File: config.mk
export PLATFORM = sky130hd
export DESIGN_NAME = cdds_dist_unit
export DESIGN_NICKNAME = d
export VERILOG_FILES = /design/src/design/camera_distance_depth_sort_assert.svh /design/src/design/cdds_pkg.sv /design/src/design/cdds_dist_unit.sv
export SDC_FILE = /design/constraint.sdc
export NUM_CORES = 1
export LEC_CHECK = 0
export BUFFER_PORTS_ARGS = -buffer_cell sky130_fd_sc_hd__buf_2
export CORE_MARGIN = 5
export CORE_UTILIZATION = 50
export CTS_BUF_LIST = sky130_fd_sc_hd__clkbuf_16
export CTS_CLUSTER_SIZE = 16
export DETAILED_ROUTE_END_ITERATION = 8
export GPL_TIMING_DRIVEN = 0
export HOLD_SLACK_MARGIN = 0.15
export PLACE_DENSITY = 0.73
export SYNTH_ARGS = -nofsm -noshare
export SYNTH_HDL_FRONTEND = slang
export SYNTH_SLANG_ARGS = --single-unit
File: constraint.sdc
create_clock -name clk -period 6.7 [get_ports clk]
set_clock_uncertainty 0.15 [all_clocks]
set_input_delay 0.335 -clock clk [delete_from_list [all_inputs] [get_ports clk]]
set_output_delay 0.335 -clock clk [all_outputs]
set_load 0.05 [all_outputs]
File: src/design/camera_distance_depth_sort_assert.svh
// Assertion macros used by the depth sort top module.
`ifndef CAMERA_DISTANCE_DEPTH_SORT_ASSERT_SVH
`define CAMERA_DISTANCE_DEPTH_SORT_ASSERT_SVH

// Same-cycle implication.
`define CDDS_ASSERT_IMPL(lbl, clk, rst_n, ante, cons) \
	lbl: assert property (@(posedge clk) disable iff (!rst_n) (ante) |-> (cons)) \
		else $error("depth sort assertion failed");

// Next-cycle implication.
`define CDDS_ASSERT_NEXT(lbl, clk, rst_n, ante, cons) \
	lbl: assert property (@(posedge clk) disable iff (!rst_n) (ante) |=> (cons)) \
		else $error("depth sort assertion failed");

`endif

File: src/design/cdds_pkg.sv
`default_nettype none
package cdds_pkg;

	localparam int COORD_W = 16;
	localparam int MAT_W   = 16;
	localparam int IDX_W   = 6;
	localparam int DIST_W  = 34;
	localparam int ABS_W   = 16;
	localparam int PROD_W  = 32;

	typedef logic signed [COORD_W-1:0] coord_t;

	typedef enum logic [1:0] {
		REG_CAMERA_X   = 2'd0,
		REG_CAMERA_Y   = 2'd1,
		REG_CAMERA_Z   = 2'd2,
		REG_SORT_DESC  = 2'd3
	} cfg_reg_t;

	typedef enum logic [2:0] {
		ST_IDLE,
		ST_DIST,
		ST_SCAN,
		ST_DRAIN,
		ST_EMIT
	} state_t;

	typedef struct packed {
		coord_t            pos_x;
		coord_t            pos_y;
		coord_t            pos_z;
		logic [MAT_W-1:0]  material_id;
		logic              last_object;
	} in_word_t;

	typedef struct packed {
		logic [IDX_W-1:0]  object_index;
		logic [MAT_W-1:0]  out_material;
		logic [DIST_W-1:0] distance_squared;
		logic              overflowed;
		logic              last_result;
	} out_word_t;

	typedef struct packed {
		cfg_reg_t          index;
		logic [COORD_W-1:0] data;
	} cfg_word_t;

	typedef struct packed {
		logic [DIST_W-1:0] sq_dist;
		logic [MAT_W-1:0]  mat;
	} entry_t;

endpackage
`default_nettype wire

File: src/design/cdds_dist_unit.sv
`default_nettype none
module cdds_dist_unit (
	input  wire logic                       clk,
	input  wire logic                       arst_n,
	input  wire logic                       start,
	input  wire cdds_pkg::coord_t           pos_x,
	input  wire cdds_pkg::coord_t           pos_y,
	input  wire cdds_pkg::coord_t           pos_z,
	input  wire cdds_pkg::coord_t           cam_x,
	input  wire cdds_pkg::coord_t           cam_y,
	input  wire cdds_pkg::coord_t           cam_z,
	output logic                            done,
	output logic [cdds_pkg::DIST_W-1:0]     sq_dist
);
	import cdds_pkg::*;

	localparam logic [2:0] LAST_AXIS = 3'd2;
	localparam logic [2:0] LAST_STEP = 3'd4;

	logic [2:0]               cnt_q;
	logic                     busy_q;
	logic                     done_q;
	logic [ABS_W-1:0]         absd_s1;
	logic [PROD_W-1:0]        prod_s2;
	logic [DIST_W-1:0]        acc_q;

	coord_t                   op_a;
	coord_t                   op_b;
	logic signed [COORD_W:0]  diff;
	logic signed [COORD_W:0]  ndiff;
	logic [ABS_W-1:0]         absd;

	always_comb begin
		case (cnt_q)
			3'd0: begin
				op_a = pos_x;
				op_b = cam_x;
			end
			3'd1: begin
				op_a = pos_y;
				op_b = cam_y;
			end
			default: begin
				op_a = pos_z;
				op_b = cam_z;
			end
		endcase
		diff  = {op_a[COORD_W-1], op_a} - {op_b[COORD_W-1], op_b};
		ndiff = -diff;
		absd  = diff[COORD_W] ? ndiff[ABS_W-1:0] : diff[ABS_W-1:0];
	end

	always_ff @(posedge clk or negedge arst_n) begin
		if (!arst_n) begin
			cnt_q  <= '0;
			busy_q <= 1'b0;
			done_q <= 1'b0;
		end else begin
			done_q <= 1'b0;
			if (start) begin
				busy_q <= 1'b1;
				cnt_q  <= '0;
			end else if (busy_q) begin
				cnt_q <= cnt_q + 3'd1;
				if (cnt_q == LAST_STEP) begin
					busy_q <= 1'b0;
					done_q <= 1'b1;
				end
			end
		end
	end

	// three-deep chain: abs diff, square, accumulate
	always_ff @(posedge clk) begin
		if (start) begin
			acc_q <= '0;
		end else if (busy_q) begin
			if (cnt_q <= LAST_AXIS)
				absd_s1 <= absd;
			if (cnt_q >= 3'd1 && cnt_q <= LAST_AXIS + 3'd1)
				prod_s2 <= absd_s1 * absd_s1;
			if (cnt_q >= 3'd2)
				acc_q <= acc_q + DIST_W'(prod_s2);
		end
	end

	assign done    = done_q;
	assign sq_dist = acc_q;

endmodule
`default_nettype wire

; Word level (Yosys, flattened, before mapping)
; Index checks and enable logic that the tools add are counted.
[totals]
ff_bits = 87
in_bits = 99
output_inout_bits = 35
elab_cells = 35
[classes]
add_sub_neg = 4
mul = 1
n_lt_le_gt_ge = 4
eq_ne = 2
muxes = 11
bitwise_logic = 1
reduce_logical = 6
[ops]
columns = cell, count
row1 = 16-bit case mux with 2 select lines, 2
row2 = 34-bit by 32-bit adder with 34-bit output, 1
row3 = 16-bit by 16-bit multiplier with 32-bit output, 1
row4 = 16-bit by 16-bit subtractor with 17-bit output, 1
row5 = 16-bit 2-to-1 mux, 1
row6 = 16-bit negation, 1
row7 = "3-bit by 2-bit less-or-equal comparator with 1-bit output, second input constant", 2
row8 = 1-bit 2-to-1 mux, 6
row9 = 3-bit 2-to-1 mux, 2
row10 = 3-bit AND reduction, 2
row11 = "3-bit by 1-bit adder with 3-bit output, second input constant", 1
row12 = "3-bit by 1-bit equality test with 1-bit output, second input constant", 1
row13 = "3-bit equality test, second input constant", 1
row14 = "3-bit by 1-bit greater-or-equal comparator with 1-bit output, second input constant", 1
row15 = "3-bit by 2-bit greater-or-equal comparator with 1-bit output, second input constant", 1
row16 = 3-bit zero test, 1
row17 = 2-bit AND reduction, 1
row18 = 2-bit nonzero test, 1
row19 = 1-bit logical AND, 1
row20 = 1-bit inverter, 1

; Depth between registers and ports, before layout
; Gate-level depths: netlist (run 1).
[depth]
depth_word = 5
ltp_mapped = 25
mapped_depth_nobuf = 24

; Worst setup path after synthesis (run 1)
; Ideal clock, no wire load.
[synth_path]
kind = flip-flop to flip-flop
from = reg absd_s1[4]
to = reg prod_s2[31] (data pin)
setup_time_ns = 0.260
arrival_time_ns = 6.123
t_required_ns = 6.290
slack_ns = 0.167
path_stages_with_launch = 23
path_buffers = 2
synth_period_minus_slack_ns = 6.533
path_cell_list = edfxtp_1 clkbuf_1 clkbuf_1 nand2_1 fa_1 inv_1 fa_1 fa_1 fa_1 fa_1 inv_1 fa_1 inv_1 ha_1 a21o_1 a21o_1 a21o_1 a221o_1 o2111ai_1 a31oi_1 a21o_1 a21oi_1 xnor2_1
[synth_between]
elab_chain_len = 1
[synth_lines]
columns = element, line
row1 = "start, declared", cdds_dist_unit.sv:23  ; logic [ABS_W-1:0] absd_s1;
row2 = "start signal, assigned", cdds_dist_unit.sv:79  ; absd_s1 <= absd;
row3 = 16-bit by 16-bit multiplier with 32-bit output, cdds_dist_unit.sv:81  ; prod_s2 <= absd_s1 * absd_s1;
row4 = "end signal, assigned", cdds_dist_unit.sv:81
row5 = "end, declared", cdds_dist_unit.sv:24  ; logic [PROD_W-1:0] prod_s2;
; Every way passes these cells.
; A chain may end at the register's enable or synchronous reset.

; Final worst setup path (run 1)
[layout_path]
from = reg absd_s1[2]
to = reg prod_s2[31] (data pin)
; The elaborated chain is that of the path after synthesis.

==> impl_metrics.csv, run 1 <==
group,metric,value,unit
synthesis,netlist_instances,1504,
clocking,cts_buffers,9,
floorplanning,core-area,26060,sq um
floorplanning,die_w,172.8,um
timing,slew_headroom,0.4720,
clocking,insertion_delay,0.36,ns
timing,hold_violations,0,
timing,finalMaxSlewViolations,0,
synthesis,synth_top_area_share,0.2463,
clocking,cts_tree,"yes",
synthesis,synth-seq-area-share,0.1673,
detailed_routing,routedWlPerCell,15.76,um
synthesis,ys_seq_elements,86,
timing,clock.fmax,0.1539,GHz
setup_path,end_kind,"register",
floorplanning,die_h,172.8,um
placement,numPlacedInstances,1975,
timing,tightest_slew,0.7853,ns
global_routing,grt-ovfl-total,0,
layout,fillerInstances,2324,
detailed_routing,drtAntennaViolNets,0,
synthesis,yosys-top-cells-area,"fa_1 25%, ha_1 15%, edfxtp_1 11%, inv_1 7.8%, dfxtp_1 5.1%",
synthesis,synth_nets,1922,
timing,min_period,6.498,ns
floorplanning,ioPinCount,134,
clocking,cts_num_sinks,86,
timing,report.final.setup_viol,0,
floorplanning,row_count,59,
floorplanning,start_util,0.5084,
synthesis,yosysTopAreaCell,"fa_1",
layout,final_common_cell,"inv_1",
clocking,ctsRootBufferMaster,"clkbuf_16",
detailed_routing,route.detailed.drc,0,
synthesis,synth_flop_cell,"edfxtp_1",
job,maxCapViolCount,0,
setup_path,path_max_fanout,5,
layout,final_cell_mix,"272 x inv_1, 181 x nand2_1, 162 x fa_1, 152 x ha_1, 133 x buf_2",
placement,io_buffers,132,
setup_path,crit_arrival,6.44,ns
clocking,clk_pin_slew,0.07,ns
detailed_routing,viasPerCell,5.306,
min_path,worst_hold_path_type,"in2async",
synthesis,synth-edff-count,47,
global_routing,grt_pass1_vias,11147,
detailed_routing,first_pass_iters,5,
synthesis,synth_area_per_cell,8.809,sq um
setup_path,cp-start-kind,"register",
layout,area_delta_synth_final,13.61,%
placement,detailed_place_hpwl,26.42,mm
layout,stdcell_count,2019,
global_routing,grt.total_usage,0.2132,
global_routing,grt_pass1_wl,53.36,mm
setup_path,critPathRequiredTime,6.64,ns
floorplanning,die-area,29850,sq um
synthesis,synthDistinctLibCells,68,
detailed_routing,vias,10713,
layout,drive_gt1_frac,0.1455,
synthesis,async_flop_share,0.05814,
global_routing,grt_max_degree,16,
clocking,cts_buffer_depth,2,
detailed_routing,drtIter0Drc,568,
layout,fin_nets,2097,
clocking,htree_levels,3,
synthesis,yosysWarnings,0,
layout,final_util,0.5776,
detailed_routing,drt-total-wl,31.82,mm
synthesis,syn_area,13250,sq um
setup_path,path_class,"reg2reg",
placement,place_congestion,0.9436,
global_routing,antenna_found_initial,0,
run_status,status,"finished clean",
timing,fin_crit_sh,0.9699,
layout,antenna_cells,0,
-- per-layer routing --
metal | up-vias | track usage | part of all wire
met5 | - | 0 | 0
li1 | 5288 | - | -
met4 | 0 | 0.07108 | 0.035
met3 | 60 | 0.02948 | 0.066
met2 | 382 | 0.3686 | 0.47
met1 | 4983 | 0.2765 | 0.42
-- layout make-up --
type,instances,area [sq um],area share
flip-flops and latches,86,2217,0.1473
repair buffers,166,925.9,0.06151
plain buffers,42,224.0,0.01488
inverters,276,1040,0.06908
multi-input cells,1098,9953,0.6613
clock buffers,9,225.2,0.01496
well taps,335,419.2,0.02785
clock inverters,7,47.55,0.003159
-- cells in the mapped netlist, drive strengths merged, types with 8 or more instances --
| cell type | count |
|---|---|
| nor2 | 69 |
| and3 | 9 |
| a21o | 45 |
| nand2b | 9 |
| nor2b | 14 |
| a31o | 8 |
| xor2 | 28 |
| ha | 156 |
| a21oi | 99 |
| and2 | 45 |
| nor3 | 16 |
| dfxtp | 34 |
| xnor2 | 55 |
| inv | 275 |
| a22o | 16 |
| o21ai | 33 |
| nand2 | 181 |
| o21a | 9 |
| a211oi | 11 |
| a22oi | 16 |
| edfxtp | 47 |
| nand3 | 22 |
| clkbuf | 41 |
| fa | 163 |
-- logic make-up (layout without fill, tap and decap cells) --
family | count (synthesis) | after routing | synth area share
flip-flops | 86 | 86 | 0.1673
multiplexers | 3 | 3 | 0.002455
XOR/XNOR | 83 | 83 | 0.05487
AO/OA/AOI/OAI | 292 | 292 | 0.1493
AND/OR/NAND/NOR | 401 | 401 | 0.1418
buffers and inverters | 320 | 500 | 0.09066
adder cells (fa/ha/maj) | 319 | 319 | 0.3936
-- metrics by stage --
step           instance area (sq um)  setup slack (ns)  TNS (ns)  hold WS (ns)
2_1_floorplan                  13250            0.1672         0       -0.1106
3_3_place_gp                   14330           -0.9121    -3.923       0.01261
3_5_place_dp                   14380           -0.9218    -4.151       0.01558
5_1_grt                        15050          -0.06544  -0.07809        0.1984
4_1_cts                        14840           0.03025         0        0.1769
6_report                       15050            0.2015         0        0.1769
-- registers in the layout, summed over array words and instances (netlist names) --
signal   flops
busy_q       1
prod_s2     31
cnt_q        3
absd_s1     16
sq_dist     34
done         1
-- worst max-delay path: stages, from the launching register on --
cell and delay, ns:
edfxtp_1 0.45, buf_4 0.20, and2_1 0.19, fa_1 0.51, inv_1 0.05, fa_1 0.47, inv_1 0.05, fa_1 0.49
inv_1 0.05, fa_1 0.47, inv_1 0.05, fa_1 0.52, inv_1 0.05, fa_1 0.52, inv_1 0.04, ha_2 0.36
nand3_2 0.12, o21bai_2 0.24, a2111oi_4 0.45, o2111ai_2 0.20, a31oi_2 0.23, a21o_1 0.15, a21oi_2 0.06, xnor2_1 0.14
-- repair_timing --
| action | in CTS | in global routing |
|---|---|---|
| hold endpoints to repair | 5 | 0 |
| setup buffers | 14 | 15 |
| resized for setup | 31 | 33 |
| setup endpoints to repair | 9 | 6 |
| pin swaps | 0 | 10 |
| hold buffers | 1 | 0 |
-- final timing paths --
path / from / endpoint / slack [ns] / cells past startpoint
worst max-delay path: absd_s1[2] / prod_s2[31] / 0.20 / 23
worst min register to register: sq_dist[17] / sq_dist[17] / 0.33 / 2
min in group clk: sq_dist[17] / sq_dist[17] / 0.33 / 2
worst max register to register: absd_s1[2] / prod_s2[31] / 0.20 / 23
max in group asynchronous: arst_n / cnt_q[0] / 6.08 / 2
worst min-delay path: arst_n / cnt_q[1] / 0.18 / 2
Power of run 1 is not shown: default switching activity piles up to over one toggle a cycle in this logic, so the estimate is an artifact.
==> inputs of run 2 (changes only) <==
Settings changed: ABC_AREA set to 1, REMOVE_ABC_BUFFERS set to 1.
==> run 2 against run 1 <==
Critical path depth is 1 higher. Die area increased by 6.9%. Design area grew 4.2%. Largest cell class unchanged. Synthesized area up 7.4%. Worst setup slack better by 0.13 ns. Utilization fell by 1.6 points. Clock-buffer cell count did not move. Final cell count grew 20%.
==> impl_metrics.csv, run 2 <==
group,metric,value,unit
run_status,status,"finished clean",
synthesis,syn_area,14230,sq um
layout,stdcell_area,15690,sq um
synthesis,synth_area_per_cell,7.371,sq um
setup_path,r2r_slack,0.33,ns
setup_path,path_class,"reg2reg",
global_routing,grt.total_usage,0.2083,
synthesis,synth-edff-count,47,
timing,slew_headroom,0.3656,
detailed_routing,routedWlPerCell,13.08,um
layout,largest_reg_flops,34,
global_routing,grt_pass1_vias,12646,
setup_path,cpPeakStageDelay,0.70,ns
setup_path,slowest_stage,"edfxtp_1",
synthesis,synth_top_area_share,0.2294,
synthesis,synth_common_cells,"433 x nand2_1, 424 x inv_1, 169 x nor2_1, 163 x fa_1, 156 x ha_1",
synthesis,yosys-top-cells-area,"fa_1 23%, ha_1 14%, nand2_1 11%, inv_1 11%, edfxtp_1 9.9%",
floorplanning,core-area,27930,sq um
floorplanning,start_util,0.5093,
detailed_routing,first_pass_iters,5,
layout,final_cell_mix,"433 x nand2_1, 424 x inv_1, 168 x nor2_1, 163 x fa_1, 156 x ha_1",
layout,final_util,0.5617,
floorplanning,die_h,178.7,um
global_routing,grt_max_degree,54,
floorplanning,row_count,61,
timing,fin_crit_sh,0.9506,
layout,area_delta_synth_final,10.30,%
timing,hold_ws,0.1718,ns
setup_path,end_kind,"register",
clocking,ctsRootBufferMaster,"clkbuf_16",
synthesis,yosysWarnings,0,
floorplanning,die-area,31930,sq um
detailed_routing,drtIter0Drc,646,
floorplanning,ioPinCount,134,
layout,fin_nets,2467,
setup_path,crit_arrival,6.31,ns
setup_path,cp_cell_sequence,"nand2_1 > inv_1 > fa_1 > inv_1 > fa_1 > inv_1 > fa_1 > inv_1 > fa_1 > inv_1 > fa_1 > inv_1 > fa_1 > inv_1 > ha_1 > a21oi_1 > o21ai_0 > nand2_1 > nand2_1 > a21oi_1 > nor2_1 > nor2_1 > o21bai_1 > xor2_1",
clocking,cts_resized,0,
clocking,cts_num_sinks,86,
placement,detailed_place_hpwl,27.24,mm
detailed_routing,drtAntennaViolNets,0,
layout,drive_gt1_frac,0.1032,
timing,clock.fmax,0.1570,GHz
detailed_routing,drt-total-wl,31.81,mm
layout,antenna_cells,0,
timing,min_period,6.369,ns
setup_path,cpMostUsedCell,"inv_1",
synthesis,synth_flop_cell,"edfxtp_1",
global_routing,antenna_found_initial,0,
job,maxCapViolCount,0,
layout,final_common_cell,"nand2_1",
synthesis,synthDistinctLibCells,43,
synthesis,synth-seq-area-share,0.1558,
detailed_routing,vias,12359,
timing,finalMaxSlewViolations,0,
clocking,insertion_delay,0.35,ns
timing,tightest_slew,0.9505,ns
clocking,htree_levels,3,
synthesis,netlist_instances,1930,
setup_path,path_max_fanout,18,
detailed_routing,viasPerCell,5.082,
placement,place_area,15230,sq um
clocking,cts_buffers,9,
clocking,cts_tree,"yes",
clocking,clk_pin_slew,0.07,ns
global_routing,grt-ovfl-total,0,
setup_path,cp-start-kind,"register",
placement,io_buffers,133,
timing,report.final.setup_viol,0,
floorplanning,die_w,178.7,um
synthesis,async_flop_share,0.05814,
synthesis,synth_most_common_cell,"nand2_1",
setup_path,critPathRequiredTime,6.64,ns
timing,hold_violations,0,
synthesis,ys_seq_elements,86,
global_routing,grt_pass1_wl,55.43,mm
detailed_routing,route.detailed.drc,0,
min_path,worst_hold_path_type,"in2async",
clocking,cts_buffer_depth,2,
placement,place_congestion,0.9212,
synthesis,yosysTopAreaCell,"fa_1",
[run 2: changes by cell type in the layout (fill, tap and decap cells not counted), sizes merged, moves of 14 or more]
cell / before / now
nand2: 181 / 442
nor2: 69 / 176
inv: 277 / 437
a22oi: 16 / 0
a21o: 45 / 10
xnor2: 55 / 21
and2: 45 / 4
o21ai: 33 / 79
xor2: 28 / 42
buf: 176 / 158
clkbuf: 40 / 9
nand3: 22 / 75
nor2b: 14 / 0
[run 2: worst max-delay path, delay by kind of cell (launching register included)]
kind | cells | cell delay [ns]
adder cells (fa/ha/maj) | 7 | 3.36
AO/OA/AOI/OAI | 4 | 0.72
flip-flops | 1 | 0.70
AND/OR/NAND/NOR | 5 | 0.64
buffers and inverters | 7 | 0.38
XOR/XNOR | 1 | 0.16
[run 2: stage by stage]
step           std cells  worst slack [ns]  setup TNS (ns)
6_report            2432            0.3312               0
5_1_grt             2432         -0.004230       -0.004230
4_1_cts             2410            0.2860               0
3_5_place_dp        2393            0.3365               0
3_3_place_gp        2390            0.3631               0
2_1_floorplan       1879            0.9425               0
[run 2: final cells by class]
cell class / instances / area [sq um]
fill: 2597 / 12240
multi-input combinational: 1362 / 10220
clock inverter: 7 / 62.56
timing repair buffer: 159 / 878.3
sequential: 86 / 2217
tap: 378 / 473.0
clock buffer: 9 / 225.2
inverter: 431 / 1618
[run 2: repair_timing]
action / in CTS / in global routing
setup endpoints to repair: 0 / 2
hold buffers: 1 / 0
setup buffers: 0 / 22
endpoints found under the hold margin: 5 / 0
[run 2: per-layer routing]
metal,global-route usage,vias up,routed length [um]
li1,-,6213,-
met1,0.2573,5830,13630
met2,0.3878,269,16300
met3,0.02341,47,1350
met4,0.05085,0,522
met5,0,-,0
[run 2: cell families (layout without fill, tap and decap cells)]
group           after synthesis  in the layout  synth area share
simple gates                734            734            0.2116
buf+inv                     482            606            0.1277
fa+ha+maj                   319            319            0.3666
compound gates              246            246           0.09947
flops                        86             86            0.1558
xor+xnor                     63             63           0.03879
[run 2: worst paths after layout]
check | cells past startpoint | endpoint | start
setup / recovery | 24 | prod_s2[24] | absd_s1[2]
hold / removal | 2 | done | arst_n
setup reg to reg | 24 | prod_s2[24] | absd_s1[2]
hold reg to reg | 2 | sq_dist[33] | sq_dist[33]
max in group asynchronous | 2 | busy_q | arst_n
min in group clk | 2 | sq_dist[33] | sq_dist[33]
Power of run 2 is left out for the same reason.
==> inputs of run 3 (changes only) <==
Settings changed: CORE_UTILIZATION 50 to 35, PLACE_DENSITY 0.73 to 0.55.
==> run 3 against run 2 <==
Routed wire length is 3.9% higher. Worst setup slack gained 0.030 ns. Utilization is 16 points lower. Sequential share of layout area fell by 0.24 points. Via count shrank 2.4%. Global-route usage fell by 5.6 points. Register-to-register slack better by 0.03 ns. Flip-flop and latch count unchanged. Critical endpoint unchanged.
==> impl_metrics.csv, run 3 (synthesis results as in run 2) <==
group,metric,value,unit
layout,antenna_cells,0,
setup_path,r2r-start,"absd_s1[7]",
timing,slew_headroom,0.3766,
global_routing,grt_pass1_vias,12454,
layout,fillerInstances,4191,
timing,min_period,6.339,ns
layout,final-seq-area,2217,sq um
floorplanning,ioPinCount,134,
layout,area_delta_synth_final,12.24,%
placement,io_buffers,133,
setup_path,path_max_fanout,16,
layout,drive_gt1_frac,0.1076,
detailed_routing,drtIter0Drc,542,
setup_path,critPathRequiredTime,6.65,ns
clocking,cts_tree,"yes",
setup_path,crit_start,"absd_s1[7]",
layout,final_cell_mix,"433 x nand2_1, 424 x inv_1, 168 x nor2_1, 163 x fa_1, 156 x ha_1",
setup_path,cp-start-kind,"register",
detailed_routing,route.detailed.drc,0,
floorplanning,start_util,0.3556,
run_status,status,"finished clean",
detailed_routing,drt-total-wl,33.05,mm
placement,place_congestion,0.8641,
clocking,cts_buffer_depth,2,
setup_path,path_class,"reg2reg",
setup_path,regToRegEndpoint,"prod_s2[24]",
clocking,clk_pin_slew,0.08,ns
detailed_routing,first_pass_iters,5,
timing,tightest_slew,0.9341,ns
layout,multiInputGateArea,10220,sq um
placement,detailed_place_hpwl,28.56,mm
floorplanning,die_h,211.6,um
detailed_routing,routedWlPerCell,12.77,um
timing,clock.fmax,0.1578,GHz
timing,finalMaxSlewViolations,0,
global_routing,grt_pass1_wl,57.80,mm
clocking,htree_levels,3,
global_routing,grt_max_degree,54,
layout,final_common_cell,"nand2_1",
clocking,cts_buffers,9,
detailed_routing,vias,12059,
global_routing,grt.total_usage,0.1526,
floorplanning,die-area,44780,sq um
timing,report.final.setup_viol,0,
setup_path,r2r_slack,0.36,ns
timing,fin_setup_tns,0,ns
global_routing,antenna_found_initial,0,
layout,largest_reg_flops,34,
detailed_routing,viasPerCell,4.658,
setup_path,crit_arrival,6.29,ns
floorplanning,core-area,40010,sq um
timing,rsz0062_at_grt,"no",
setup_path,end_kind,"register",
timing,fin_crit_sh,0.9461,
min_path,worst_hold_path_type,"in2async",
layout,fin_nets,2477,
detailed_routing,drtAntennaViolNets,0,
timing,hold_violations,0,
clocking,insertion_delay,0.36,ns
floorplanning,die_w,211.6,um
setup_path,reg2regPathDepth,21,
global_routing,grt-ovfl-total,0,
clocking,cts_num_sinks,86,
job,maxCapViolCount,0,
floorplanning,row_count,73,
clocking,ctsRootBufferMaster,"clkbuf_16",
==> run 3: cell types whose count changed in the layout (fill, tap and decap cells not counted), sizes merged <==
cell / delta
clkinv: +3
buf: +10
inv: -3
==> run 3: metal layers <==
layer | share of wire | GRT usage | up-vias
li1 | - | - | 6233
met1 | 0.47 | 0.2002 | 5653
met2 | 0.49 | 0.2749 | 147
met3 | 0.025 | 0.01719 | 26
met4 | 0.012 | 0.02665 | 0
met5 | 0 | 0 | -
==> run 3: timing repair <==
action | 4_1_cts | 5_1_grt
buffers inserted | 0 | 32
resized for setup | 0 | 0
hold buffers | 1 | 0
endpoints found under the setup margin | 0 | 3
endpoints found under the hold margin | 5 | 0
==> run 3: per-stage QoR <==
step           hold WS (ns)  cells    util  setup WS [ns]  area [sq um]
2_1_floorplan       -0.1106   1879       -         0.9425         14030
6_report             0.1688   2589  0.3991         0.3609         15970
3_3_place_gp       0.002908   2537  0.3837         0.2675         15350
4_1_cts              0.1694   2557  0.3931         0.1723         15730
5_1_grt              0.1895   2589  0.3991        0.01563         15970
3_5_place_dp       0.004524   2540  0.3853         0.1823         15410
==> run 3: how the worst max path moves through the flow <==
stage / slack, ns / cells past startpoint / to
6_report: 0.36 / 21 / prod_s2[24]
3_3_place_gp: 0.27 / 21 / prod_s2[24]
4_1_cts: 0.17 / 21 / prod_s2[24]
3_5_place_dp: 0.18 / 21 / prod_s2[24]
5_1_grt: 0.02 / 21 / prod_s2[24]
2_1_floorplan: 0.94 / 21 / prod_s2[27]
==> run 3: critical path, stage by stage (launching register included) <==
cell and delay, ns:
edfxtp_1 0.82, inv_1 0.15, fa_1 0.55, inv_1 0.05, fa_1 0.50, inv_1 0.05
fa_1 0.47, inv_1 0.05, fa_1 0.46, fa_1 0.52, inv_1 0.06, fa_1 0.54
inv_1 0.04, ha_1 0.37, a21oi_1 0.25, o21a_1 0.19, nand2_1 0.06, a21oi_1 0.24
nor2_1 0.08, nor2_1 0.21, o21bai_1 0.11, xor2_1 0.16
==> run 3: layout make-up <==
cell class,instances,share of cell area
timing repair buffer,169,0.05971
clock buffer,9,0.01410
multi-input combinational,1362,0.6399
clock inverter,7,0.005015
tap,525,0.04114
inverter,431,0.1013
sequential,86,0.1389
Power of run 3 is left out for the same reason.
