<file path="src/design/camera_distance_depth_sort_assert.svh">
// Assertion macros used by the depth sort top module.
`ifndef CAMERA_DISTANCE_DEPTH_SORT_ASSERT_SVH
`define CAMERA_DISTANCE_DEPTH_SORT_ASSERT_SVH

// Same-cycle implication.
`define CDDS_ASSERT_IMPL(lbl, clk, rst_n, ante, cons) \
	lbl: assert property (@(posedge clk) disable iff (!rst_n) (ante) |-> (cons)) \
		else $error("depth sort assertion failed");

// Next-cycle implication.
`define CDDS_ASSERT_NEXT(lbl, clk, rst_n, ante, cons) \
	lbl: assert property (@(posedge clk) disable iff (!rst_n) (ante) |=> (cons)) \
		else $error("depth sort assertion failed");

`endif

</file>
<file path="src/design/cdds_pkg.sv">
`default_nettype none
package cdds_pkg;

	localparam int COORD_W = 16;
	localparam int MAT_W   = 16;
	localparam int IDX_W   = 6;
	localparam int DIST_W  = 34;
	localparam int ABS_W   = 16;
	localparam int PROD_W  = 32;

	typedef logic signed [COORD_W-1:0] coord_t;

	typedef enum logic [1:0] {
		REG_CAMERA_X   = 2'd0,
		REG_CAMERA_Y   = 2'd1,
		REG_CAMERA_Z   = 2'd2,
		REG_SORT_DESC  = 2'd3
	} cfg_reg_t;

	typedef enum logic [2:0] {
		ST_IDLE,
		ST_DIST,
		ST_SCAN,
		ST_DRAIN,
		ST_EMIT
	} state_t;

	typedef struct packed {
		coord_t            pos_x;
		coord_t            pos_y;
		coord_t            pos_z;
		logic [MAT_W-1:0]  material_id;
		logic              last_object;
	} in_word_t;

	typedef struct packed {
		logic [IDX_W-1:0]  object_index;
		logic [MAT_W-1:0]  out_material;
		logic [DIST_W-1:0] distance_squared;
		logic              overflowed;
		logic              last_result;
	} out_word_t;

	typedef struct packed {
		cfg_reg_t          index;
		logic [COORD_W-1:0] data;
	} cfg_word_t;

	typedef struct packed {
		logic [DIST_W-1:0] sq_dist;
		logic [MAT_W-1:0]  mat;
	} entry_t;

endpackage
`default_nettype wire

</file>
<file path="src/design/cdds_select.sv">
`default_nettype none
module cdds_select (
	input  wire logic                      clk,
	input  wire logic                      arst_n,
	input  wire logic                      clr,
	input  wire logic                      cand_vld,
	input  wire cdds_pkg::entry_t          cand,
	input  wire logic [cdds_pkg::IDX_W-1:0] cand_idx,
	input  wire logic                      desc,
	output cdds_pkg::entry_t               best,
	output logic [cdds_pkg::IDX_W-1:0]     best_idx
);
	import cdds_pkg::*;

	logic             best_vld_q;
	entry_t           best_q;
	logic [IDX_W-1:0] best_idx_q;
	logic             take;

	// equal keys keep the earlier one, scan runs in arrival order
	function automatic logic precedes(entry_t a, entry_t b, logic d);
		logic r;
		if (a.sq_dist != b.sq_dist)
			r = d ? (a.sq_dist > b.sq_dist) : (a.sq_dist < b.sq_dist);
		else
			r = a.mat < b.mat;
		return r;
	endfunction

	assign take = cand_vld && (!best_vld_q || precedes(cand, best_q, desc));

	always_ff @(posedge clk or negedge arst_n) begin
		if (!arst_n) begin
			best_vld_q <= 1'b0;
		end else if (clr) begin
			best_vld_q <= 1'b0;
		end else if (take) begin
			best_vld_q <= 1'b1;
		end
	end

	always_ff @(posedge clk) begin
		if (take && !clr) begin
			best_q     <= cand;
			best_idx_q <= cand_idx;
		end
	end

	assign best     = best_q;
	assign best_idx = best_idx_q;

endmodule
`default_nettype wire
</file>
<file path="config.mk">
export PLATFORM = sky130hd
export DESIGN_NAME = cdds_select
export DESIGN_NICKNAME = d
export VERILOG_FILES = /design/src/design/camera_distance_depth_sort_assert.svh /design/src/design/cdds_pkg.sv /design/src/design/cdds_select.sv
export SDC_FILE = /design/constraint.sdc
export NUM_CORES = 1
export LEC_CHECK = 0
export ABC_AREA = 1
export BUFFER_PORTS_ARGS = -buffer_cell sky130_fd_sc_hd__buf_2
export CAP_MARGIN = 40
export CORE_ASPECT_RATIO = 1.4
export CORE_MARGIN = 2
export CORE_UTILIZATION = 40
export DETAILED_ROUTE_END_ITERATION = 7
export GPL_ROUTABILITY_DRIVEN = 0
export GPL_TIMING_DRIVEN = 0
export HOLD_SLACK_MARGIN = 0.15
export MAX_ROUTING_LAYER = met4
export PLACE_DENSITY = 0.75
export SLEW_MARGIN = 20
export SYNTH_ARGS = -nofsm -noshare
export SYNTH_HDL_FRONTEND = slang
export SYNTH_SLANG_ARGS = --single-unit
</file>
<file path="constraint.sdc">
create_clock -name clk -period 9.25 [get_ports clk]
set_input_delay 0.4625 -clock clk [delete_from_list [all_inputs] [get_ports clk]]
set_output_delay 0.4625 -clock clk [all_outputs]
set_load 0.005 [all_outputs]
</file>
### Yosys cells after proc, flatten, opt, wreduce, memory -nomap -nowiden

Cells that the tools add are included.

* bits in registers: 57
* bits in latches: 0
* bits in writable memories: 0
* bits in read-only memories: 0
* input bits: 61
* output and inout port bits: 56
* logic and storage cells: 18
* memories: 0

* add/subtract/negate cells: 0
* multiply operators: 0
* div/mod/pow operators: 0
* order comparisons: 3
* equal/unequal tests: 1
* shifts and indexed selects: 0
* multiplexer cells: 4
* bitwise gates (word level): 0
* reductions and logical operators: 6

Operator list (number)
* 34-bit greater-than comparator: 1
* 34-bit less-than comparator: 1
* 34-bit inequality test: 1
* 16-bit less-than comparator: 1
* 1-bit two-way mux: 4
* 1-bit logical AND: 2
* 1-bit zero test: 2
* 2-bit nonzero test: 1
* 1-bit logical OR: 1

### Longest topological paths before layout

Gate-level depths: netlist (run 1).

* depth after elaboration: 7
* depth in mapped cells: 15
* gate-level depth less buffers: 15

### Worst setup path after synthesis (run 1)

Ideal clock, no wire load.

* path type: in2reg
* start: in cand[25] in the netlist's numbering
* end: reg best_q (netlist bit best[0]), enable pin
* library setup time: 0.433 ns
* arrival: 3.066 ns
* required time: 8.817 ns
* path slack: 5.751 ns
* stages: 11
* path buffers: 0
* path through: ha_1 a21o_1 nor2_1 nand3_1 nand2_1 nand2_1 nand2_2 nand2_1 nand2_1 nand3_2 a21oi_2

* longest elaborated chain between the ends: 6
* elaborated cells between the ends (all ways): 8
* those cells by class: order compare: 2; eq/ne: 1; mux: 2; reduce/logical: 3

RTL lines
* from (decl): line cdds_select.sv:7 `input wire cdds_pkg::entry_t cand,`
* 34-bit less-than comparator / 34-bit greater-than comparator (equally long branches): line cdds_select.sv:24 `r = d ? (a.sq_dist > b.sq_dist) : (a.sq_dist < b.sq_dist);`
* 1-bit two-way mux: line cdds_select.sv:24
* 1-bit two-way mux *: line cdds_select.sv:23 `if (a.sq_dist != b.sq_dist)`
* 1-bit logical OR *: line cdds_select.sv:30 `assign take = cand_vld && (!best_vld_q || precedes(cand, best_q, desc));`
* 1-bit logical AND *: line cdds_select.sv:30
* 1-bit logical AND *: line cdds_select.sv:43 `if (take && !clr) begin`
* to (signal assigned): line cdds_select.sv:44 `best_q <= cand;`
* to (decl): line cdds_select.sv:16 `entry_t best_q;`

Every way passes the cells marked *; elsewhere a longest branch is shown, timed or not.
A chain may end at the register's enable or synchronous reset.

### Worst setup path in the final report (run 1)

* start: reg best_q (netlist bit best[25])
* end: reg best_q (netlist bit best[17]), enable pin

* longest elaborated chain between the ends: 6
* elaborated cells between the ends (all ways): 8
* those cells by class: order compare: 2; eq/ne: 1; mux: 2; reduce/logical: 3

RTL lines (line)
* 34-bit less-than comparator / 34-bit greater-than comparator (equally long branches): cdds_select.sv:24
* 1-bit two-way mux: cdds_select.sv:24
* 1-bit two-way mux *: cdds_select.sv:23
* 1-bit logical OR *: cdds_select.sv:30
* 1-bit logical AND *: cdds_select.sv:30
* 1-bit logical AND *: cdds_select.sv:43

Marks and branches as above.

==> results of run 1 <==
==> flip-flops by register name (all words and copies together), names as in the netlist <==
name / flops
best_idx: 6
best: 50
best_vld_q: 1
==> critical path: stages, from the launching register on <==
cell,delay [ns]
edfxtp_1,0.39
inv_1,0.07
ha_1,0.24
a21o_1,0.18
nor2_1,0.14
nand3_1,0.10
nand2_1,0.06
nand2_1,0.06
nand2_2,0.07
nand2_1,0.05
nand2_1,0.06
nand3_2,0.08
a21oi_4,0.43
buf_16,0.24
==> timing repair <==
action	CTS	global route
hold buffers	1	0
endpoints found under the setup margin	0	0
endpoints found under the hold margin	1	0
resized for setup	0	0
==> per-layer routing <==
layer / routed length (microns) / up-vias / share of wire (%) / global-route usage [%]
met4: 97 / 0 / 1.5 / 7.14
met2: 3390 / 74 / 52 / 28.6
li1: - / 1208 / - / -
met3: 436 / 10 / 6.7 / 4.39
met5: 0 / - / 0 / -
met1: 2580 / 1068 / 40 / 17.2
==> how the worst min path moves through the flow <==
stage                      startpoint                      to  slack, ns  depth (start not counted)
final                     cand_idx[1]   best_idx[1]$_DFFE_PP_       0.30                          1
after global placement         arst_n  best_vld_q$_DFFE_PN0P_       0.24                          1
after detailed placement       arst_n  best_vld_q$_DFFE_PN0P_       0.24                          1
after CTS                         clr  best_vld_q$_DFFE_PN0P_       0.28                          2
after global routing      cand_idx[3]   best_idx[3]$_DFFE_PP_       0.28                          1
after floorplan                arst_n  best_vld_q$_DFFE_PN0P_       0.17                          0
==> power by group <==
group | total [mW] | internal (mW) | leakage [nW] | switching (mW)
Combinational | 0.0868 | 0.0399 | 1.45 | 0.0469
Clock | 0.228 | 0.124 | 0.0912 | 0.104
Sequential | 0.303 | 0.298 | 0.535 | 0.00484
Total | 0.618 | 0.462 | 2.08 | 0.156
==> cells in the final DEF (no fill, tap or decap), drive strengths merged <==
cell,Yosys,layout
a21o,3,3
a21oi,23,23
buf,0,118
bufinv,0,1
clkbuf,0,9
clkinv,0,3
clkinvlp,0,3
dfrtp,1,1
diode,0,1
dlygate4sd3,0,1
edfxtp,56,56
ha,49,49
inv,66,66
nand2,48,48
nand3,9,9
nand4,2,2
nor2,14,14
nor3,1,1
o21a,4,4
o21ai,5,5
o21bai,1,1
or2,1,1
==> per-stage QoR <==
stage	total power [mW]	worst slack, ns	instance area, sq um
after global routing	0.649	6.47	4100
after CTS	0.629	6.69	4100
after global placement	0.390	4.81	3830
final	0.618	6.76	4100
after detailed placement	0.397	6.52	3900
after floorplan	0.354	5.75	3130
==> Yosys cell counts, drive strengths merged <==
cell type	instances	area (sq um)
ha	49	613
or2	1	6.26
o21bai	1	7.51
o21a	4	30.0
nand2	48	185
nand4	2	12.5
inv	66	248
a21o	3	22.5
a21oi	23	134
nor3	1	5.00
o21ai	5	25.0
edfxtp	56	1680
dfrtp	1	25.0
nor2	14	72.6
nand3	9	60.1
==> logic make-up (layout without fill, tap and decap cells) <==
| group | Yosys count | count (layout) | share of synthesized area (%) |
|---|---|---|---|
| AND/OR/NAND/NOR | 75 | 75 | 10.9 |
| buffers and inverters | 66 | 201 | 7.92 |
| flip-flops | 57 | 57 | 54.6 |
| adder cells (fa/ha/maj) | 49 | 49 | 19.6 |
| AO/OA/AOI/OAI | 36 | 36 | 7.00 |
| other | 0 | 1 | 0 |
==> cell type report <==
class,count,share of cell area [%]
antenna,1,0.0610
clock buffer,9,3.02
clock inverter,7,1.74
inverter,66,6.04
multi-input combinational,160,28.8
sequential,57,41.6
tap,100,3.05
timing repair buffer,119,15.7
==> run_results.csv, run 1 <==
group,metric,value,unit
setup_path,worstPathMaxFanout,24,
cells_and_area,fin_nets,523,
synth,synthesis.area_per_instance,11.1,sq um
sta,slew_viol_final,0,
setup_path,worst_r2r_path_depth,13,
cells_and_area,post_route_core_utilization,53.6,%
setup_path,crit_end,"best[17]$_DFFE_PP_",
cts,clkSlewWorstSetupHoldPaths,0.07,ns
route,vias_per_cell,4.55,
sta,fin_worst_hold_slack,0.302,ns
cts,cts_setup_buffers,0,
cts,tritoncts_num_sinks,57,
sta,peak_clock_frequency_supported_by_timing,402,MHz
setup_path,crit_path_end_kind,"register",
cells_and_area,post_route_cells_drive_above_1_share,35.6,%
setup_path,r2r-start,"best[25]$_DFFE_PP_",
sta,slew_headroom,67.3,%
synth,postSynthNetCount,393,
sta,post-route-min-period,2.49,ns
global_route,globalRouteTotalUtil,16.3,%
setup_path,timing.critical_path.from_type,"register",
synth,synthesis.yosys.warnings,0,
cts,htree_levels,3,
cells_and_area,final_cell_count_no_fill,519,
placed_design,detailedPlacementHpwl,5290,microns
global_route,gr-total-overflow,0,
route,ant_nets,0,
sta,timing.final.crit_share,26.9,%
sta,worst_slew_pin_slew,0.489,ns
synth,syn_area,3130,sq um
synth,synth_seq_area_share,54.6,%
synth,synthDistinctLibCells,22,
flow_run,drv.max_cap_violation_count,0,
route,detail_route.first_pass.iterations,4,
route,finalWirelength,6500,microns
die,core.rowCount,38,
cts,insertion_delay,0.33,ns
die,boundaryPins,117,
placed_design,port_buffer_count,116,
setup_path,worstPathRequired,9.29,ns
sta,fin_worst_skew,0.00448,ns
cells_and_area,layout.filler_cells,727,
cells_and_area,register_area,1710,sq um
global_route,grt_first_pass_wirelength,10400,microns
run_status,outcome,"finished clean",
route,iter_0_drt_violations,78,
setup_path,arrival,2.52,ns
synth,synthesis.instances,283,
global_route,grt_pass1_vias,2397,
die,start_util,40.9,%
sta,timing.setup.tns,0,ns
synth,ys_ff_latch,57,
power_and_ir_drop,max_ir_drop_vdd,92.6,uV
global_route,initial_antenna_violation_count,0,
sta,finalSetupViolations,0,
sta,report.final.hold_viol_count,0,
die,core_footprint,7650,sq um
setup_path,timing.rr.end,"best[17]$_DFFE_PP_",
hold_path,hold_path_class,"primary input to register",
cts,tritoncts,"built",
placed_design,placed_cells_incl_taps,501,
cells_and_area,area_growth_syn_to_layout,31.2,%
die,die_w,78.7,microns
global_route,largest_net_degree_at_the_start_of_global_routing,25,
cts,numCtsBuffers,9,
route,wl_per_cell,12.5,microns
setup_path,timing.setup.critical_path_class,"register to register",
cts,cts_max_path_buffers,2,
setup_path,timing.critical_path.from,"best[25]$_DFFE_PP_",
cells_and_area,multi_input_comb_area,1180,sq um
route,post-route-drc-count,0,
cts,cts_root_buffer,"clkbuf_8",
route,detailroute.via_count,2360,
sta,rsz_0062_raised_after_global_routing,"false",
die,die_h,109,microns
power_and_ir_drop,power_density,150,nW/um^2
setup_path,regToRegSetupSlack,6.76,ns
power_and_ir_drop,power_leakage,2.08,nW
die,floorplan.die_area,8550,sq um
Power figures use the tool's default switching activity.
==> inputs of run 2 (changes only) <==
Settings changed: ABC_AREA 1 to 0, PLACE_DENSITY 0.75 to 0.76.
Clock period 9.25 ns to 2.3 ns, I/O delays scaled along.
==> run 2 against run 1 <==
The run now ends with negative setup slack left. Combinational power grew to 7.2 times the previous value. Area after synthesis down 3.0%. Sequential share of layout area decreased by 6.2 points. Cell count increased by 3.7%. Synthesized cell count shrank 17%. Highest routed layer unchanged. Largest cell class unchanged. Worst hold slack better by 0.19 ns. Total power rose to 4.3 times the previous value. Critical path type unchanged. Sequential cell count did not move.
==> run_results.csv, run 2 <==
group,metric,value,unit
run_status,outcome,"finished, violations left",
run_status,failed_checks,"negative setup slack",
cells_and_area,layout.filler_cells,578,
die,die_w,77.6,microns
setup_path,crit_path_end_kind,"register",
sta,fin_worst_skew,0.00655,ns
cts,htree_levels,3,
route,iter_0_drt_violations,85,
cells_and_area,largest_register_ffs,50,
synth,synthesis.instances,234,
synth,synth_top_area_cell,"edfxtp_1",
setup_path,arrival,2.96,ns
setup_path,cp_num_buf_inv,3,
synth,synthesis.area_per_instance,13.0,sq um
synth,async_flop_share,1.75,%
placed_design,dp_worst_setup_slack,-0.839,ns
global_route,grt_pass1_vias,2702,
placed_design,port_buffer_count,116,
cts,clkSlewWorstSetupHoldPaths,0.06,ns
cells_and_area,antenna_cells_inserted,0,
setup_path,critPathMaxStageDelay,0.45,ns
die,floorplan.die_area,8310,sq um
synth,ys_ff_latch,57,
setup_path,crit_slowest_cell,"or4_4",
cts,cts_root_buffer,"clkbuf_8",
power_and_ir_drop,power_leakage,2.27,nW
hold_path,hold_start,"cand_idx[0]",
sta,post-route-min-period,2.91,ns
cells_and_area,stdcell_area,4830,sq um
die,core_footprint,7360,sq um
cells_and_area,final_cell_count_no_fill,538,
synth,postSynthNetCount,344,
cells_and_area,mostFrequentLayoutCell,"buf_2",
power_and_ir_drop,power_density,549,nW/um^2
route,wl_per_cell,14.2,microns
cells_and_area,post_route_core_utilization,65.6,%
synth,syn_area,3030,sq um
cts,numCtsBuffers,9,
cells_and_area,multi_input_comb_area,1270,sq um
global_route,groute.layer.met3.usage,2.95,%
sta,slew_viol_final,0,
cts,cts_max_path_buffers,2,
die,boundaryPins,117,
sta,setup_ws,-0.609,ns
setup_path,timing.setup.critical_path_class,"register to register",
sta,slew_headroom,75.9,%
cts,tritoncts,"built",
sta,rsz_0062_raised_after_global_routing,"true",
die,die_h,107,microns
sta,peak_clock_frequency_supported_by_timing,344,MHz
global_route,globalRouteMet1Util,21.7,%
synth,synth-edff-count,56,
sta,report.final.hold_viol_count,0,
setup_path,crit_family,"simple AND/OR/NAND/NOR gates",
die,start_util,41.2,%
sta,finalSetupViolations,56,
synth,yosys-top-cells-count,"edfxtp_1 (56), inv_1 (50), ha_1 (49)",
setup_path,worstPathRequired,2.36,ns
placed_design,placed_cells_incl_taps,449,
global_route,gr-total-overflow,0,
flow_run,drv.max_cap_violation_count,0,
placed_design,detailedPlacementHpwl,4960,microns
setup_path,timing.critical_path.from_type,"register",
die,core.rowCount,37,
route,post-route-drc-count,0,
power_and_ir_drop,max_ir_drop_vdd,375,uV
synth,most_used_flip_flop_cell_after_synthesis,"edfxtp_1",
global_route,initial_antenna_violation_count,0,
setup_path,worstPathMaxFanout,10,
synth,synth_top_area_share,55.4,%
route,ant_nets,0,
synth,synth_seq_area_share,56.2,%
cells_and_area,leading_cell_types_in_the_layout_fill_and_taps_excluded,"buf_2 (116), dlygate4sd3_1 (60), edfxtp_1 (56), inv_1 (47), ha_1 (41)",
route,detailroute.via_count,2532,
cts,tritoncts_num_sinks,57,
cts,insertion_delay,0.34,ns
sta,timing.final.crit_share,126,%
cells_and_area,post_route_cells_drive_above_1_share,37.0,%
global_route,top_usage_layer,"met2",
sta,worst_slew_pin_slew,0.352,ns
placed_design,postPlaceCellArea,3800,sq um
global_route,groute.layer.met2.usage,35.1,%
hold_path,hold_path_class,"primary input to register",
setup_path,timing.critical_path.from,"best[49]$_DFFE_PP_",
global_route,globalRouteTotalUtil,19.8,%
setup_path,r2r-start,"best[49]$_DFFE_PP_",
route,vias_per_cell,4.71,
route,finalWirelength,7630,microns
synth,synthDistinctLibCells,31,
cells_and_area,fin_nets,546,
global_route,largest_net_degree_at_the_start_of_global_routing,21,
global_route,grt_first_pass_wirelength,12300,microns
setup_path,crit_chain,"inv_1 -> ha_4 -> nand4_1 -> nor4_4 -> nand3_2 -> or4_4 -> a2111oi_4 -> o221ai_2 -> o211ai_4 -> buf_12 -> clkbuf_16",
synth,post-synth-top-count-cell,"edfxtp_1",
route,detail_route.first_pass.iterations,4,
synth,synthesis.yosys.warnings,0,
cells_and_area,area_growth_syn_to_layout,59.2,%
synth,synthTopCellsByArea,"edfxtp_1 (55%), ha_1 (20%), inv_1 (6.2%)",
cells_and_area,register_area,1710,sq um
[run 2: cell types whose count changed after synthesis, sizes merged, moves of 3 or more]
cell / change
nand4: +5
nand2b: +3
a21o: +4
inv: -16
nor2: -9
a21oi: -6
nand2: -38
nand3: -5
[run 2: repair_timing]
action	in CTS	in global routing
cloned	2	1
endpoints found under the setup margin	56	56
setup buffers	7	5
pin swaps	2	5
hold buffers	60	0
gates resized for setup	10	9
endpoints found under the hold margin	58	0
[run 2: per-stage QoR]
stage | hold WS, ns | power [mW] | TNS, ns
2_1_floorplan | -0.181 | 1.52 | -43.90
3_3_place_gp | -0.110 | 1.71 | -72.25
3_5_place_dp | -0.109 | 1.74 | -44.44
4_1_cts | 0.475 | 2.65 | -37.63
5_1_grt | 0.496 | 2.80 | -42.81
6_report | 0.496 | 2.65 | -32.75
[run 2: area by class of cell]
cell class | count | share of cell area, %
Timing Repair Buffer | 191 | 28.9
Inverter | 50 | 3.89
Tap cell | 97 | 2.51
Multi-Input combinational cell | 127 | 26.2
Clock inverter | 6 | 0.518
Clock buffer | 10 | 2.64
Sequential cell | 57 | 35.3
[run 2: worst paths after layout]
kind | end | slack, ns | cells after the start
worst max-delay path | best[13]$_DFFE_PP_ | -0.61 | 11
worst max register to register | best[13]$_DFFE_PP_ | -0.61 | 11
max in group asynchronous | best_vld_q$_DFFE_PN0P_ | 1.59 | 3
worst min-delay path | best_idx[0]$_DFFE_PP_ | 0.50 | 2
min in group asynchronous | best_vld_q$_DFFE_PN0P_ | 0.61 | 3
worst min register to register | best[4]$_DFFE_PP_ | 0.94 | 3
[run 2: cells by family (layout without fill, tap and decap cells)]
group | Yosys count | in the layout | synth area share [%]
buffers and inverters | 50 | 257 | 6.19
AOI/OAI and AO/OA | 39 | 39 | 9.11
adders and majority gates | 49 | 49 | 20.2
xor gates and xnor gates | 1 | 1 | 0.289
DFF | 57 | 57 | 56.2
and+or+nand+nor | 38 | 38 | 7.96
[run 2: worst register-to-register path: stages, from the launching register on]
cell and delay (ns):
edfxtp_1 0.36, inv_1 0.07, ha_4 0.27, nand4_1 0.16
nor4_4 0.36, nand3_2 0.12, or4_4 0.45, a2111oi_4 0.21
o221ai_2 0.17, o211ai_4 0.15, buf_12 0.16, clkbuf_16 0.15
[run 2: where the power goes]
| part | switching (mW) | total [mW] | internal, mW | leakage, nW |
|---|---|---|---|---|
| Combinational | 0.285 | 0.625 | 0.340 | 1.65 |
| Clock | 0.386 | 0.757 | 0.372 | 0.0800 |
| Sequential | 0.0331 | 1.27 | 1.24 | 0.540 |
| Total | 0.704 | 2.65 | 1.95 | 2.27 |
[run 2: layer usage]
| metal | wire length, microns | up-vias |
|---|---|---|
| met5 | 0 | - |
| met4 | 144 | 0 |
| met3 | 308 | 11 |
| met2 | 4150 | 79 |
| met1 | 3030 | 1188 |
| li1 | - | 1254 |
==> inputs of run 3 (changes only) <==
Settings changed: SKIP_CTS_REPAIR_TIMING set to 1.
==> run 3 against run 2 <==
The flow still finishes with violations (negative setup slack). Routed wire length shrank 1.9%. Cell area shrank 2.0%. First-iteration DRC count shrank 20%. Worst hold slack lost 0.0033 ns. Critical path depth shrank 1. Critical path type unchanged. Largest cell class unchanged. Highest routed layer unchanged.
==> run_results.csv, run 3 (synthesis gave the netlist of run 2 again) <==
group,metric,value,unit
sta,timing.final.crit_share,128,%
setup_path,crit_family,"simple AND/OR/NAND/NOR gates",
setup_path,crit_slowest_cell,"or4_4",
sta,fin_worst_hold_slack,0.492,ns
route,post-route-drc-count,0,
power_and_ir_drop,seq_power_share,48.7,%
setup_path,timing.critical_path.from_type,"register",
sta,report.final.hold_viol_count,0,
die,core_footprint,7360,sq um
setup_path,crit_path_end_kind,"register",
setup_path,timing.setup.critical_path_class,"register to register",
hold_path,hold_path_class,"primary input to register",
power_and_ir_drop,sw_frac_of_total,26.5,%
hold_path,hold_start,"cand_idx[2]",
global_route,globalRouteTotalUtil,16.4,%
cells_and_area,largest_register_ffs,50,
sta,post-route-min-period,2.93,ns
setup_path,critPathMaxStageDelay,0.45,ns
route,met2_wirelength_from_detailed_routing,3970,microns
sta,rsz_0062_raised_after_global_routing,"true",
route,highest_layer,"met4",
route,met3_wirelength,371,microns
sta,finalSetupViolations,56,
setup_path,crit_chain,"inv_1 -> ha_4 -> nand4_1 -> nor4_4 -> nand3_2 -> or4_4 -> a2111oi_4 -> o221ai_2 -> o211ai_4 -> clkbuf_16",
power_and_ir_drop,max_ir_drop_vdd,368,uV
route,finalWirelength,7490,microns
cts,numCtsBuffers,9,
cts,cts_root_buffer,"clkbuf_8",
sta,setup_ws,-0.633,ns
route,iter_0_drt_violations,68,
cells_and_area,leading_cell_types_in_the_layout_fill_and_taps_excluded,"buf_2 (116), dlygate4sd3_1 (60), edfxtp_1 (56), inv_1 (48), ha_1 (44)",
run_status,outcome,"finished, violations left",
die,die_h,107,microns
global_route,gr-total-overflow,0,
cells_and_area,multi_input_comb_area,1230,sq um
sta,worst_slew_pin_slew,0.390,ns
sta,timing.setup.tns,-34.06,ns
power_and_ir_drop,clock_power_share,29.0,%
cells_and_area,post_route_cells_drive_above_1_share,35.9,%
sta,slew_viol_final,0,
sta,peak_clock_frequency_supported_by_timing,341,MHz
die,start_util,41.2,%
placed_design,port_buffer_count,116,
power_and_ir_drop,internal_power,1.92,mW
die,boundaryPins,117,
setup_path,timing.critical_path.from,"best[49]$_DFFE_PP_",
route,detailroute.via_count,2514,
power_and_ir_drop,power_frac_comb,22.4,%
flow_run,drv.max_cap_violation_count,0,
power_and_ir_drop,power_leakage,2.25,nW
global_route,grt_first_pass_wirelength,10200,microns
route,detail_route.first_pass.iterations,4,
die,floorplan.die_area,8310,sq um
setup_path,r2r-start,"best[49]$_DFFE_PP_",
run_status,failed_checks,"negative setup slack",
cts,insertion_delay,0.33,ns
die,die_w,77.6,microns
setup_path,worstPathRequired,2.35,ns
cts,tritoncts_num_sinks,57,
cts,htree_levels,3,
cells_and_area,antenna_cells_inserted,0,
setup_path,arrival,2.98,ns
cells_and_area,mostFrequentLayoutCell,"buf_2",
setup_path,cp_num_buf_inv,2,
sta,fin_worst_skew,0.00750,ns
route,detail_route.wirelength.met1,2990,microns
placed_design,detailedPlacementHpwl,4960,microns
die,core.rowCount,37,
route,ant_nets,0,
route,vias_per_cell,4.68,
route,wl_per_cell,13.9,microns
cts,cts_max_path_buffers,2,
setup_path,worstPathMaxFanout,5,
sta,slew_headroom,73.9,%
cts,clkSlewWorstSetupHoldPaths,0.06,ns
cells_and_area,area_growth_syn_to_layout,56.0,%
global_route,grt_pass1_vias,2296,
cells_and_area,register_area,1710,sq um
cells_and_area,layout.filler_cells,604,
cts,tritoncts,"built",
power_and_ir_drop,power_density,551,nW/um^2
global_route,largest_net_degree_at_the_start_of_global_routing,24,
power_and_ir_drop,sw_power,0.693,mW
cells_and_area,fin_nets,545,
global_route,initial_antenna_violation_count,0,
==> run 3: per-layer routing <==
metal | vias up | track usage [%]
met3 | 12 | 3.70
li1 | 1255 | -
met4 | 0 | 9.31
met2 | 79 | 26.5
met5 | - | -
met1 | 1168 | 18.7
==> run 3: cell type report <==
cell class,instances,area share [%]
clock buffers,10,2.70
clock inverters,6,0.529
inverters,50,3.97
multi-input cells,128,26.0
flip-flops and latches,57,36.1
well taps,97,2.56
repair buffers,189,28.2
==> run 3: worst paths after layout <==
check,slack [ns],end,cells past startpoint
setup reg to reg,-0.63,best[16]$_DFFE_PP_,10
setup / recovery,-0.63,best[16]$_DFFE_PP_,10
hold / removal,0.49,best_idx[2]$_DFFE_PP_,2
max in group asynchronous,1.55,best_vld_q$_DFFE_PN0P_,3
hold reg to reg,0.99,best[21]$_DFFE_PP_,3
min in group asynchronous,0.64,best_vld_q$_DFFE_PN0P_,3
==> run 3: metrics by stage <==
step           utilization, %  worst slack, ns  area [sq um]  cells  total power [mW]
4_1_cts                  53.7           -0.863          3950    465              2.50
5_1_grt                  64.3           -0.800          4730    537              2.75
2_1_floorplan               -           -0.784          3040    234              1.52
3_5_place_dp             51.6           -0.839          3800    449              1.74
6_report                 64.3           -0.633          4730    537              2.61
3_3_place_gp             50.9            -1.29          3740    447              1.71
==> run 3: power by group through the flow <==
| stage | logic, mW | registers (mW) | clock network [mW] |
|---|---|---|---|
| floorplan | 0.222 | 1.30 | 0 |
| finish | 0.584 | 1.27 | 0.756 |
| global route | 0.657 | 1.28 | 0.817 |
| global placement | 0.413 | 1.29 | 0 |
| CTS | 0.453 | 1.27 | 0.776 |
| detailed placement | 0.451 | 1.29 | 0 |
==> run 3: worst register-to-register path: stages, from the launching register on <==
cell and delay, ns:
edfxtp_1 0.36, inv_1 0.07, ha_4 0.27, nand4_1 0.17, nor4_4 0.38, nand3_2 0.12, or4_4 0.45, a2111oi_4 0.22
o221ai_2 0.19, o211ai_4 0.20, clkbuf_16 0.23
